### config.mk
export PLATFORM = sky130hd
export DESIGN_NAME = running_stats_welford_unit_flat
export DESIGN_NICKNAME = d
export VERILOG_FILES = /design/src/rsw_pkg.sv /design/src/rsw_in_if.sv /design/src/rsw_out_if.sv /design/src/rsw_div.sv /design/src/rsw_sqrt.sv /design/src/rsw_datapath.sv /design/src/rsw_ctrl.sv /design/src/running_stats_welford_unit.sv /design/src/flat_wrapper.sv
export SDC_FILE = /design/constraint.sdc
export NUM_CORES = 2
export LEC_CHECK = 0
export ABC_CLOCK_PERIOD_IN_PS = 14300
export BUFFER_PORTS_ARGS = -buffer_cell sky130_fd_sc_hd__buf_2
export CAP_MARGIN = 20
export CORE_MARGIN = 2
export CORE_UTILIZATION = 50
export CTS_BUF_LIST = sky130_fd_sc_hd__clkbuf_4
export CTS_CLUSTER_DIAMETER = 150
export DETAILED_ROUTE_END_ITERATION = 10
export PLACE_DENSITY_LB_ADDON = 0.1
export RECOVER_POWER = 50
export SETUP_SLACK_MARGIN = 0.2
export SYNTH_ARGS = -nofsm -noshare
export SYNTH_HDL_FRONTEND = slang
export SYNTH_SLANG_ARGS = --single-unit
### constraint.sdc
create_clock -name clk_i -period 14.3 [get_ports clk_i]
set_input_delay 1.43 -clock clk_i [delete_from_list [all_inputs] [get_ports clk_i]]
set_output_delay 1.43 -clock clk_i [all_outputs]
set_load 0.005 [all_outputs]
### src/rsw_pkg.sv
// Running statistics package: widths, controller states, command and status types.
package rsw_pkg;

  localparam int unsigned SampleWidth = 32;
  localparam int unsigned CountCap    = 16384;

  localparam int unsigned DataW     = 32;
  localparam int unsigned CntW      = 15;
  localparam int unsigned MeanW     = 48;
  localparam int unsigned DiffW     = MeanW + 1;
  localparam int unsigned DevW      = 64;
  localparam int unsigned StdW      = 31;
  localparam int unsigned RootW     = DevW / 2;
  localparam int unsigned ProdW     = 2 * DiffW - 1;
  localparam int unsigned FracShift = 16;
  localparam int unsigned DivRemW   = CntW;
  localparam int unsigned DivStepW  = 7;
  localparam int unsigned SqrtStepW = 6;
  localparam int unsigned HalfW     = 32;

  localparam logic [DivStepW-1:0]  DivMeanSteps = DivStepW'(DiffW);
  localparam logic [DivStepW-1:0]  DivStdSteps  = DivStepW'(DevW);
  localparam logic [SqrtStepW-1:0] SqrtSteps    = SqrtStepW'(RootW);
  localparam logic [CntW-1:0]      CountCapVal  = CntW'(CountCap);

  localparam logic [1:0] MulLoLo = 2'd0;
  localparam logic [1:0] MulLoHi = 2'd1;
  localparam logic [1:0] MulHiLo = 2'd2;
  localparam logic [1:0] MulHiHi = 2'd3;

  typedef enum logic [3:0] {
    StIdle,
    StDivMeanGo,
    StDivMeanWait,
    StMeanUpd,
    StDev2,
    StMul0,
    StMul1,
    StMul2,
    StMul3,
    StMulAcc,
    StDevUpd,
    StDivStdGo,
    StDivStdWait,
    StSqrtGo,
    StSqrtWait,
    StOutput
  } rsw_state_e;

  typedef struct packed {
    logic       load;
    logic       div_mean_go;
    logic       mean_upd;
    logic       mag2_upd;
    logic       mul_en;
    logic [1:0] mul_sel;
    logic       acc_clr;
    logic       acc_en;
    logic       dev_upd;
    logic       div_std_go;
    logic       sqrt_go;
    logic       out_load;
  } rsw_cmd_t;

  typedef struct packed {
    logic div_done;
    logic sqrt_done;
    logic cnt_gt1;
  } rsw_status_t;

endpackage

### src/rsw_in_if.sv
// Input channel interface: one sample word per handshake.
interface rsw_in_if;
  logic                          valid;
  logic                          ready;
  logic [rsw_pkg::DataW-1:0]     sample;

  modport source (output valid, output sample, input ready);
  modport sink   (input valid, input sample, output ready);
endinterface

### src/rsw_out_if.sv
// Result channel interface: one statistics word per handshake.
interface rsw_out_if;
  logic                          valid;
  logic                          ready;
  logic [rsw_pkg::DataW-1:0]     min_value;
  logic [rsw_pkg::DataW-1:0]     max_value;
  logic [rsw_pkg::DataW-1:0]     mean_value;
  logic [rsw_pkg::StdW-1:0]      std_value;
  logic [rsw_pkg::CntW-1:0]      sample_count;

  modport source (output valid, output min_value, output max_value, output mean_value,
                  output std_value, output sample_count, input ready);
  modport sink   (input valid, input min_value, input max_value, input mean_value,
                  input std_value, input sample_count, output ready);
endinterface

### src/rsw_div.sv
// Restoring divider, one quotient bit per cycle, unsigned 64-bit dividend by count.
module rsw_div (
  input  logic                            clk_i,
  input  logic                            rst_ni,
  input  logic                            start_i,
  input  logic [rsw_pkg::DevW-1:0]        dividend_i,
  input  logic [rsw_pkg::CntW-1:0]        divisor_i,
  input  logic [rsw_pkg::DivStepW-1:0]    steps_i,
  output logic                            done_o,
  output logic [rsw_pkg::DevW-1:0]        quotient_o
);

  logic [rsw_pkg::DevW-1:0]     work_q;
  logic [rsw_pkg::DivRemW-1:0]  rem_q;
  logic [rsw_pkg::CntW-1:0]     dsr_q;
  logic [rsw_pkg::DivStepW-1:0] left_q;
  logic                         done_q;
  logic [rsw_pkg::DivRemW:0]    rem_sh;
  logic [rsw_pkg::DivRemW:0]    rem_nx;
  logic                         fits;

  always_comb begin
    rem_sh = {rem_q, work_q[rsw_pkg::DevW-1]};
    fits   = (rem_sh >= {1'b0, dsr_q});
    rem_nx = fits ? (rem_sh - {1'b0, dsr_q}) : rem_sh;
  end

  always_ff @(posedge clk_i or negedge rst_ni) begin
    if (!rst_ni) begin
      left_q <= '0;
      done_q <= 1'b0;
    end else if (start_i) begin
      left_q <= steps_i;
      done_q <= 1'b0;
    end else if (left_q != '0) begin
      left_q <= left_q - 1'b1;
      done_q <= (left_q == rsw_pkg::DivStepW'(1));
    end else begin
      done_q <= 1'b0;
    end
  end

  always_ff @(posedge clk_i) begin
    if (start_i) begin
      work_q <= dividend_i;
      rem_q  <= '0;
      dsr_q  <= divisor_i;
    end else if (left_q != '0) begin
      work_q <= {work_q[rsw_pkg::DevW-2:0], fits};
      rem_q  <= rem_nx[rsw_pkg::DivRemW-1:0];
    end
  end

  assign done_o     = done_q;
  assign quotient_o = work_q;

endmodule

### src/rsw_sqrt.sv
// Digit-by-digit integer square root, one root bit per cycle.
module rsw_sqrt (
  input  logic                         clk_i,
  input  logic                         rst_ni,
  input  logic                         start_i,
  input  logic [rsw_pkg::DevW-1:0]     radicand_i,
  output logic                         done_o,
  output logic [rsw_pkg::RootW-1:0]    root_o
);

  logic [rsw_pkg::DevW-1:0]      v_q;
  logic [rsw_pkg::RootW:0]       rem_q;
  logic [rsw_pkg::RootW-1:0]     root_q;
  logic [rsw_pkg::SqrtStepW-1:0] left_q;
  logic                          done_q;
  logic [rsw_pkg::RootW+2:0]     rem_sh;
  logic [rsw_pkg::RootW+2:0]     trial;
  logic [rsw_pkg::RootW+2:0]     rem_nx;
  logic                          fits;

  always_comb begin
    rem_sh = {rem_q, v_q[rsw_pkg::DevW-1 -: 2]};
    trial  = {1'b0, root_q, 2'b01};
    fits   = (rem_sh >= trial);
    rem_nx = fits ? (rem_sh - trial) : rem_sh;
  end

  always_ff @(posedge clk_i or negedge rst_ni) begin
    if (!rst_ni) begin
      left_q <= '0;
      done_q <= 1'b0;
    end else if (start_i) begin
      left_q <= rsw_pkg::SqrtSteps;
      done_q <= 1'b0;
    end else if (left_q != '0) begin
      left_q <= left_q - 1'b1;
      done_q <= (left_q == rsw_pkg::SqrtStepW'(1));
    end else begin
      done_q <= 1'b0;
    end
  end

  always_ff @(posedge clk_i) begin
    if (start_i) begin
      v_q    <= radicand_i;
      rem_q  <= '0;
      root_q <= '0;
    end else if (left_q != '0) begin
      v_q    <= {v_q[rsw_pkg::DevW-3:0], 2'b00};
      rem_q  <= rem_nx[rsw_pkg::RootW:0];
      root_q <= {root_q[rsw_pkg::RootW-2:0], fits};
    end
  end

  assign done_o = done_q;
  assign root_o = root_q;

endmodule

### src/rsw_datapath.sv
// Datapath: statistics state, shared divider, square root and partial-product multiplier.
module rsw_datapath (
  input  logic                        clk_i,
  input  logic                        rst_ni,
  input  rsw_pkg::rsw_cmd_t           cmd_i,
  output rsw_pkg::rsw_status_t        status_o,
  input  logic [rsw_pkg::DataW-1:0]   sample_i,
  output logic [rsw_pkg::DataW-1:0]   min_value_o,
  output logic [rsw_pkg::DataW-1:0]   max_value_o,
  output logic [rsw_pkg::DataW-1:0]   mean_value_o,
  output logic [rsw_pkg::StdW-1:0]    std_value_o,
  output logic [rsw_pkg::CntW-1:0]    sample_count_o
);

  localparam int unsigned DataW = rsw_pkg::DataW;
  localparam int unsigned MeanW = rsw_pkg::MeanW;
  localparam int unsigned DiffW = rsw_pkg::DiffW;
  localparam int unsigned DevW  = rsw_pkg::DevW;
  localparam int unsigned ProdW = rsw_pkg::ProdW;
  localparam int unsigned HalfW = rsw_pkg::HalfW;
  localparam int unsigned FracShift = rsw_pkg::FracShift;

  logic [DataW-1:0]  x_q, min_q, max_q;
  logic [MeanW-1:0]  mean_q;
  logic [DevW-1:0]   dev_q;
  logic [rsw_pkg::CntW-1:0] cnt_q;
  logic              neg1_q;
  logic [DiffW-1:0]  mag1_q, mag2_q;
  logic [ProdW-1:0]  pp_q, acc_q;

  logic [DataW-1:0]  min_out_q, max_out_q, mean_out_q;
  logic [rsw_pkg::StdW-1:0] std_out_q;
  logic [rsw_pkg::CntW-1:0] cnt_out_q;

  logic [DataW-1:0]  x_new;
  logic [MeanW-1:0]  big;
  logic [DiffW-1:0]  diff, dmag, quo, q_signed, mean_sum, rnd;
  logic [DataW:0]    mo;
  logic [DataW-1:0]  mean_sat;
  logic [HalfW-1:0]  op_a, op_b;
  logic [2*HalfW-1:0] prod;
  logic [ProdW-1:0]  prod_sh;
  logic [DevW-1:0]   inc;
  logic [DevW:0]     dev_sum;
  logic [rsw_pkg::StdW-1:0] std_sat;

  logic              div_start, div_done;
  logic [DevW-1:0]   div_dividend, div_quo;
  logic [rsw_pkg::DivStepW-1:0] div_steps;
  logic              sqrt_done;
  logic [rsw_pkg::RootW-1:0] root;

  always_comb begin
    x_new = DataW'($signed(sample_i[rsw_pkg::SampleWidth-1:0]));
    big   = {x_q, {FracShift{1'b0}}};
    // The same difference serves before the mean update (d1) and after it (d2).
    diff  = {big[MeanW-1], big} - {mean_q[MeanW-1], mean_q};
    dmag  = diff[DiffW-1] ? (~diff + 1'b1) : diff;
    quo      = div_quo[DiffW-1:0];
    q_signed = neg1_q ? (~quo + 1'b1) : quo;
    mean_sum = {mean_q[MeanW-1], mean_q} + q_signed;

    // Round half up, then saturate to the 32-bit output range.
    rnd = {mean_q[MeanW-1], mean_q} + DiffW'(32'd1 << (FracShift - 1));
    mo  = rnd[DiffW-1 -: DataW+1];
    if (mo[DataW] != mo[DataW-1]) begin
      mean_sat = mo[DataW] ? {1'b1, {(DataW-1){1'b0}}} : {1'b0, {(DataW-1){1'b1}}};
    end else begin
      mean_sat = mo[DataW-1:0];
    end

    op_a = cmd_i.mul_sel[1] ? HalfW'(mag1_q[DiffW-1:HalfW]) : mag1_q[HalfW-1:0];
    op_b = cmd_i.mul_sel[0] ? HalfW'(mag2_q[DiffW-1:HalfW]) : mag2_q[HalfW-1:0];
    prod = op_a * op_b;
    case (cmd_i.mul_sel)
      rsw_pkg::MulLoLo: prod_sh = ProdW'(prod);
      rsw_pkg::MulHiHi: prod_sh = ProdW'(prod) << (2 * HalfW);
      default:          prod_sh = ProdW'(prod) << HalfW;
    endcase

    inc     = acc_q[ProdW-1] ? {DevW{1'b1}} : acc_q[ProdW-2 -: DevW];
    dev_sum = {1'b0, dev_q} + {1'b0, inc};

    std_sat = root[rsw_pkg::RootW-1] ? {rsw_pkg::StdW{1'b1}} : root[rsw_pkg::StdW-1:0];

    div_start    = cmd_i.div_mean_go | cmd_i.div_std_go;
    div_dividend = cmd_i.div_std_go ? dev_q : {dmag, {(DevW-DiffW){1'b0}}};
    div_steps    = cmd_i.div_std_go ? rsw_pkg::DivStdSteps : rsw_pkg::DivMeanSteps;
  end

  always_ff @(posedge clk_i or negedge rst_ni) begin
    if (!rst_ni) begin
      min_q  <= {1'b0, {(DataW-1){1'b1}}};
      max_q  <= {1'b1, {(DataW-1){1'b0}}};
      mean_q <= '0;
      dev_q  <= '0;
      cnt_q  <= '0;
    end else begin
      if (cmd_i.load) begin
        if ($signed(x_new) < $signed(min_q)) min_q <= x_new;
        if ($signed(x_new) > $signed(max_q)) max_q <= x_new;
        if (cnt_q < rsw_pkg::CountCapVal) cnt_q <= cnt_q + 1'b1;
      end
      if (cmd_i.mean_upd) mean_q <= mean_sum[MeanW-1:0];
      if (cmd_i.dev_upd)  dev_q  <= dev_sum[DevW] ? {DevW{1'b1}} : dev_sum[DevW-1:0];
    end
  end

  always_ff @(posedge clk_i) begin
    if (cmd_i.load) x_q <= x_new;
    if (cmd_i.div_mean_go) begin
      neg1_q <= diff[DiffW-1];
      mag1_q <= dmag;
    end
    if (cmd_i.mag2_upd) mag2_q <= dmag;
    if (cmd_i.mul_en)   pp_q   <= prod_sh;
    if (cmd_i.acc_clr) begin
      acc_q <= '0;
    end else if (cmd_i.acc_en) begin
      acc_q <= acc_q + pp_q;
    end
    if (cmd_i.out_load) begin
      min_out_q  <= min_q;
      max_out_q  <= max_q;
      mean_out_q <= mean_sat;
      std_out_q  <= status_o.cnt_gt1 ? std_sat : '0;
      cnt_out_q  <= cnt_q;
    end
  end

  rsw_div u_div (
    .clk_i      (clk_i),
    .rst_ni     (rst_ni),
    .start_i    (div_start),
    .dividend_i (div_dividend),
    .divisor_i  (cnt_q),
    .steps_i    (div_steps),
    .done_o     (div_done),
    .quotient_o (div_quo)
  );

  rsw_sqrt u_sqrt (
    .clk_i      (clk_i),
    .rst_ni     (rst_ni),
    .start_i    (cmd_i.sqrt_go),
    .radicand_i (div_quo),
    .done_o     (sqrt_done),
    .root_o     (root)
  );

  always_comb begin
    status_o.div_done  = div_done;
    status_o.sqrt_done = sqrt_done;
    status_o.cnt_gt1   = (cnt_q > rsw_pkg::CntW'(1));
  end

  assign min_value_o    = min_out_q;
  assign max_value_o    = max_out_q;
  assign mean_value_o   = mean_out_q;
  assign std_value_o    = std_out_q;
  assign sample_count_o = cnt_out_q;

endmodule

### src/rsw_ctrl.sv
// Controller: sequences the datapath for one sample and owns the handshakes.
module rsw_ctrl (
  input  logic                  clk_i,
  input  logic                  rst_ni,
  input  logic                  in_valid_i,
  output logic                  in_ready_o,
  input  logic                  out_ready_i,
  output logic                  out_valid_o,
  input  rsw_pkg::rsw_status_t  status_i,
  output rsw_pkg::rsw_cmd_t     cmd_o
);

  rsw_pkg::rsw_state_e state_q, state_d;
  logic out_valid_q, out_valid_d;
  logic out_free;

  assign out_free = !out_valid_q || out_ready_i;

  always_comb begin
    state_d = state_q;
    case (state_q)
      rsw_pkg::StIdle:        if (in_valid_i) state_d = rsw_pkg::StDivMeanGo;
      rsw_pkg::StDivMeanGo:   state_d = rsw_pkg::StDivMeanWait;
      rsw_pkg::StDivMeanWait: if (status_i.div_done) state_d = rsw_pkg::StMeanUpd;
      rsw_pkg::StMeanUpd:     state_d = rsw_pkg::StDev2;
      rsw_pkg::StDev2:        state_d = rsw_pkg::StMul0;
      rsw_pkg::StMul0:        state_d = rsw_pkg::StMul1;
      rsw_pkg::StMul1:        state_d = rsw_pkg::StMul2;
      rsw_pkg::StMul2:        state_d = rsw_pkg::StMul3;
      rsw_pkg::StMul3:        state_d = rsw_pkg::StMulAcc;
      rsw_pkg::StMulAcc:      state_d = rsw_pkg::StDevUpd;
      rsw_pkg::StDevUpd: begin
        state_d = status_i.cnt_gt1 ? rsw_pkg::StDivStdGo : rsw_pkg::StOutput;
      end
      rsw_pkg::StDivStdGo:    state_d = rsw_pkg::StDivStdWait;
      rsw_pkg::StDivStdWait:  if (status_i.div_done) state_d = rsw_pkg::StSqrtGo;
      rsw_pkg::StSqrtGo:      state_d = rsw_pkg::StSqrtWait;
      rsw_pkg::StSqrtWait:    if (status_i.sqrt_done) state_d = rsw_pkg::StOutput;
      rsw_pkg::StOutput:      if (out_free) state_d = rsw_pkg::StIdle;
      default:                state_d = rsw_pkg::StIdle;
    endcase
  end

  always_comb begin
    cmd_o      = '0;
    in_ready_o = 1'b0;
    case (state_q)
      rsw_pkg::StIdle: begin
        in_ready_o = 1'b1;
        cmd_o.load = in_valid_i;
      end
      rsw_pkg::StDivMeanGo: cmd_o.div_mean_go = 1'b1;
      rsw_pkg::StMeanUpd:   cmd_o.mean_upd = 1'b1;
      rsw_pkg::StDev2:      cmd_o.mag2_upd = 1'b1;
      rsw_pkg::StMul0: begin
        cmd_o.mul_en  = 1'b1;
        cmd_o.mul_sel = rsw_pkg::MulLoLo;
        cmd_o.acc_clr = 1'b1;
      end
      rsw_pkg::StMul1: begin
        cmd_o.mul_en  = 1'b1;
        cmd_o.mul_sel = rsw_pkg::MulLoHi;
        cmd_o.acc_en  = 1'b1;
      end
      rsw_pkg::StMul2: begin
        cmd_o.mul_en  = 1'b1;
        cmd_o.mul_sel = rsw_pkg::MulHiLo;
        cmd_o.acc_en  = 1'b1;
      end
      rsw_pkg::StMul3: begin
        cmd_o.mul_en  = 1'b1;
        cmd_o.mul_sel = rsw_pkg::MulHiHi;
        cmd_o.acc_en  = 1'b1;
      end
      rsw_pkg::StMulAcc:   cmd_o.acc_en = 1'b1;
      rsw_pkg::StDevUpd:   cmd_o.dev_upd = 1'b1;
      rsw_pkg::StDivStdGo: cmd_o.div_std_go = 1'b1;
      rsw_pkg::StSqrtGo:   cmd_o.sqrt_go = 1'b1;
      rsw_pkg::StOutput:   cmd_o.out_load = out_free;
      default: begin
        cmd_o      = '0;
        in_ready_o = 1'b0;
      end
    endcase
  end

  // A new word replaces a taken one in the same cycle, so valid stays high.
  always_comb begin
    out_valid_d = out_valid_q;
    if (cmd_o.out_load) begin
      out_valid_d = 1'b1;
    end else if (out_ready_i) begin
      out_valid_d = 1'b0;
    end
  end

  always_ff @(posedge clk_i or negedge rst_ni) begin
    if (!rst_ni) begin
      state_q     <= rsw_pkg::StIdle;
      out_valid_q <= 1'b0;
    end else begin
      state_q     <= state_d;
      out_valid_q <= out_valid_d;
    end
  end

  assign out_valid_o = out_valid_q;

endmodule

### src/running_stats_welford_unit.sv
// Top level of the running statistics unit: controller plus datapath.
//
// Usage: samples arrive on in_i, one signed Q16.16 word per valid/ready
// handshake. Each sample yields exactly one word on out_o carrying the
// running minimum, maximum, rounded mean, population standard deviation
// and the sample count, which saturates at 16384.
// Each sample passes through the mean division, the mean update, the
// partial-product multiply and the deviation update; while the count is at
// most one, the deviation division and the square root are skipped, else
// the shared one-bit-per-cycle divider (49 steps for the mean update, 64 for
// the variance) and the 32-step square root unit follow.
// in_i.ready is high only while the controller is idle, so the next sample
// is taken only once the last one has left the output state.
// A finished word waits in the output register; the unit still accepts and
// processes the next sample, and holds its result until the earlier word is
// taken, so a stalled receiver loses nothing.
// Reset clears the statistics: min to the most positive value, max to the
// most negative, mean, deviation sum and count to zero; out_o.valid drops.
module running_stats_welford_unit (
  input  logic       clk_i,
  input  logic       rst_ni,
  rsw_in_if.sink     in_i,
  rsw_out_if.source  out_o
);

  rsw_pkg::rsw_cmd_t    cmd;
  rsw_pkg::rsw_status_t status;

  rsw_ctrl u_ctrl (
    .clk_i       (clk_i),
    .rst_ni      (rst_ni),
    .in_valid_i  (in_i.valid),
    .in_ready_o  (in_i.ready),
    .out_ready_i (out_o.ready),
    .out_valid_o (out_o.valid),
    .status_i    (status),
    .cmd_o       (cmd)
  );

  rsw_datapath u_datapath (
    .clk_i          (clk_i),
    .rst_ni         (rst_ni),
    .cmd_i          (cmd),
    .status_o       (status),
    .sample_i       (in_i.sample),
    .min_value_o    (out_o.min_value),
    .max_value_o    (out_o.max_value),
    .mean_value_o   (out_o.mean_value),
    .std_value_o    (out_o.std_value),
    .sample_count_o (out_o.sample_count)
  );

endmodule

### src/flat_wrapper.sv
// flat-port wrapper written by rule: the top's interface ports become plain ports
module running_stats_welford_unit_flat 
  (clk_i, rst_ni, in_i_valid, in_i_sample, in_i_ready, out_o_valid, out_o_min_value, out_o_max_value, out_o_mean_value, out_o_std_value, out_o_sample_count, out_o_ready);
  rsw_in_if in_i_i ();
  rsw_out_if out_o_i ();
  input  logic clk_i;
  input  logic rst_ni;
  input wire logic [$bits(in_i_i.valid)-1:0] in_i_valid;
  input wire logic [$bits(in_i_i.sample)-1:0] in_i_sample;
  output wire logic [$bits(in_i_i.ready)-1:0] in_i_ready;
  output wire logic [$bits(out_o_i.valid)-1:0] out_o_valid;
  output wire logic [$bits(out_o_i.min_value)-1:0] out_o_min_value;
  output wire logic [$bits(out_o_i.max_value)-1:0] out_o_max_value;
  output wire logic [$bits(out_o_i.mean_value)-1:0] out_o_mean_value;
  output wire logic [$bits(out_o_i.std_value)-1:0] out_o_std_value;
  output wire logic [$bits(out_o_i.sample_count)-1:0] out_o_sample_count;
  input wire logic [$bits(out_o_i.ready)-1:0] out_o_ready;
  assign in_i_i.valid = in_i_valid;
  assign in_i_i.sample = in_i_sample;
  assign in_i_ready = in_i_i.ready;
  assign out_o_valid = out_o_i.valid;
  assign out_o_min_value = out_o_i.min_value;
  assign out_o_max_value = out_o_i.max_value;
  assign out_o_mean_value = out_o_i.mean_value;
  assign out_o_std_value = out_o_i.std_value;
  assign out_o_sample_count = out_o_i.sample_count;
  assign out_o_i.ready = out_o_ready;
  running_stats_welford_unit u_core (.clk_i(clk_i), .rst_ni(rst_ni), .in_i(in_i_i), .out_o(out_o_i));
endmodule
==> results.py <==
metrics = {
    "timing": {
        "worst_hold_slack_ns": 0.400,
        "worst_pin_slew_ns": 4.71,
        "rsz0062_at_grt": "false",
        "setup_violations": 0,
        "hold_violations": 0,
        "fin_crit_ns": 11.97,
        "setup_tns_ns": 0,
        "fin_skew_ns": 0.161,
        "fmax_mhz": 83.5,
        "layout_setup_ws_ns": 2.33,
        "max-slew-margin-rel": -2.14,
        "fin_crit_sh": 0.837,
        "slew_viol_final": 1024,
    },
    "clock_tree": {
        "clk_pin_slew_ns": 0.07,
        "cts-root-buf": "clkbuf_4",
        "cts_hold_buf": 0,
        "cts_tree": "yes",
        "cts-htree-levels": 5,
        "clk_latency_ns": 1.28,
        "cts_max_path_buffers": 4,
        "post_cts_buffers": 0,
        "cts_buffers": 278,
        "cts.sinks": 901,
        "cts_resized": 0,
    },
    "floorplan": {
        "die_w_um": 420,
        "fp.dieH_um": 420,
        "core_area_um2": 172000,
        "start_util": 0.504,
        "die_area_um2": 177000,
        "row_count": 152,
        "io_pins": 180,
    },
    "critical_path": {
        "crit_path_max_fanout": 18,
        "critPathLaunchType": "flip-flop",
        "slowest_delay_ns": 0.88,
        "critical_path_class": "flip-flop to flip-flop",
        "slowest_stage": "mux2i_2",
        "endpoint_kind": "flip-flop",
        "cp_data_required_time_ns": 15.21,
        "cp.arrival_ns": 12.89,
        "cpMostUsedCell": "fa_1",
    },
    "drt": {
        "met3WireLength_mm": 30.0,
        "drc": 0,
        "via_per_inst": 5.86,
        "routed_wl_mm": 298,
        "drt-wirelength-per-cell_um": 24.5,
        "met2_wirelength_mm": 128,
        "top_layer": "met5",
        "drt_first_pass_iters": 7,
        "wl_met1_mm": 127,
        "vias": 71516,
        "ant_nets": 0,
        "drt_iter0_drc": 7362,
    },
    "place": {
        "dpl_cell_area_um2": 90200,
        "place.gp.congestion": 1.01,
        "dp_slack_ns": 2.45,
        "port_buffers": 179,
        "post-dp-hpwl_mm": 231,
    },
    "synth": {
        "synthArstFlopShare": 0.234,
        "synth_most_common_cell": "nand2_1",
        "ys_top_cells_by_area": "fa_1 21%, edfxtp_1 18%, ha_1 9.0%, nand2_1 5.6%, dfrtp_1 5.2%",
        "synth_cell_type_count": 91,
        "yosys.area.top_type_share": 0.208,
        "ys.flop_type": "edfxtp_1",
        "syn_nets": 11108,
        "synthTopCellsByCount": "1,295 x nand2_1, 1,176 x inv_1, 924 x nor2_1, 900 x fa_1, 625 x ha_1",
        "yosysSeqAreaShare": 0.280,
        "synth_warnings": 0,
        "synth_area_um2": 86700,
        "syn_inst": 9547,
        "synth_top_area_cell": "fa_1",
        "syn_area_per_cell_um2": 9.08,
        "synth-edff-count": 513,
        "ys_ff_latch": 901,
    },
    "global_route": {
        "grt_pass1_vias": 70737,
        "grt_first_pass_wirelength_mm": 446,
        "grt_max_degree": 92,
        "antenna_found_initial": 14,
        "track_usage": 0.338,
        "overflow": 0,
    },
    "final_layout": {
        "nets": 11237,
        "stdcell_area_um2": 93500,
        "drive_above_1_share": 0.0902,
        "area_growth_pct": 7.83,
    },
    "status": {
        "status": "finished with violations",
        "violations": "max-capacitance violations, max-slew violations",
    },
    "run": {
        "drv_cap": 18,
    },
    "worst_hold_path": {
        "hold_class": "flip-flop to flip-flop",
    },
}
==> stage by stage <==
stage	cells	utilization
floorplan	9547	-
global placement	11701	0.525
detailed placement	11704	0.525
CTS	12181	0.545
global route	12189	0.544
finish	12197	0.544
==> flip-flops by register name (all words and copies together) (netlist names), 32 cells and up <==
signal,count
u_core.u_datapath.mag2_q,49
u_core.u_datapath.min_value_o,32
u_core.u_datapath.min_q,32
u_core.u_datapath.u_sqrt.root_o,32
u_core.u_datapath.pp_q,97
u_core.u_datapath.u_sqrt.v_q,64
u_core.u_datapath.max_q,32
u_core.u_datapath.acc_q,97
u_core.u_datapath.x_q,32
u_core.u_datapath.dev_q,64
u_core.u_datapath.u_div.quotient_o,64
u_core.u_datapath.mean_value_o,32
u_core.u_datapath.u_sqrt.rem_q,33
u_core.u_datapath.max_value_o,32
u_core.u_datapath.mean_q,48
u_core.u_datapath.mag1_q,49
==> worst max-delay path, delay by kind of cell, from the launching register on <==
family                     cells  cell delay (ns)
buffers and inverters          7             1.14
muxes                          1             0.88
AOI/OAI and AO/OA              7             2.68
DFF                            1             0.55
xor gates and xnor gates       1             0.24
and+or+nand+nor                6             1.54
adders and majority gates      9             4.63
==> cells in the final DEF (no fill, tap or decap), types with 46 or more instances in the layout <==
master | netlist | routed
nor3_1 | 94 | 94
o21ai_0 | 369 | 368
a22o_1 | 78 | 78
fa_1 | 900 | 900
ha_1 | 625 | 625
a31oi_1 | 64 | 63
nand2_1 | 1295 | 1293
o21bai_1 | 66 | 66
nor2_1 | 924 | 921
edfxtp_1 | 513 | 513
dfxtp_1 | 177 | 177
nand2b_1 | 63 | 62
and2_1 | 80 | 77
clkbuf_4 | 0 | 421
nand4_1 | 109 | 109
xnor2_1 | 321 | 321
a21o_1 | 257 | 257
nand3_1 | 125 | 124
a211oi_1 | 46 | 46
mux2_2 | 72 | 72
xor2_1 | 137 | 137
clkbuf_1 | 458 | 112
a21oi_1 | 602 | 602
or2_2 | 79 | 79
inv_1 | 1176 | 1175
buf_2 | 7 | 84
dfrtp_1 | 179 | 179
buf_4 | 1 | 137
nor2b_1 | 53 | 51
==> logic make-up after synthesis <==
family                   after synthesis  synth area share
AND/OR/NAND/NOR                     3016             0.152
AO/OA/AOI/OAI                       1852             0.135
buffers and inverters               1663            0.0722
adder cells (fa/ha/maj)             1525             0.298
flip-flops                           901             0.280
XOR/XNOR                             459            0.0465
multiplexers                         131            0.0163
==> cell type report <==
| class | instances | area (um^2) |
|---|---|---|
| multi-input combinational | 6983 | 56500 |
| fill | 16093 | 78400 |
| sequential | 901 | 24300 |
| inverter | 1178 | 4420 |
| clock inverter | 56 | 297 |
| timing repair buffer | 334 | 1880 |
| antenna | 14 | 35.0 |
| clock buffer | 421 | 3160 |
| tap | 2310 | 2890 |
==> metal layers <==
| metal | vias to the layer above | GRT usage |
|---|---|---|
| met5 | - | 0.0128 |
| met4 | 12 | 0.131 |
| met3 | 611 | 0.0942 |
| met2 | 3270 | 0.500 |
| met1 | 35437 | 0.470 |
| li1 | 32186 | - |
==> path summary, 6_finish.rpt <==
path,startpoint,to,slack [ns],cells after the start
max in group asynchronous,rst_ni,u_core.u_datapath.max_q[9]$_DFFE_PN0P_,7.46,2
min in group asynchronous,rst_ni,u_core.u_datapath.max_q[1]$_DFFE_PN0P_,1.82,1
worst min register to register,u_core.u_datapath.max_q[9]$_DFFE_PN0P_,u_core.u_datapath.max_value_o[9]$_DFFE_PP_,0.40,0
worst max register to register,u_core.u_ctrl.state_q[3]$_DFFE_PN0P_,u_core.u_datapath.pp_q[57]$_DFFE_PP_,2.33,31
worst max-delay path,u_core.u_ctrl.state_q[3]$_DFFE_PN0P_,u_core.u_datapath.pp_q[57]$_DFFE_PP_,2.33,31
worst min-delay path,u_core.u_datapath.max_q[9]$_DFFE_PN0P_,u_core.u_datapath.max_value_o[9]$_DFFE_PP_,0.40,0
Power is left out: the tool's default activity adds up to more than one toggle a clock period on the data nets, which glitch-free logic cannot reach.
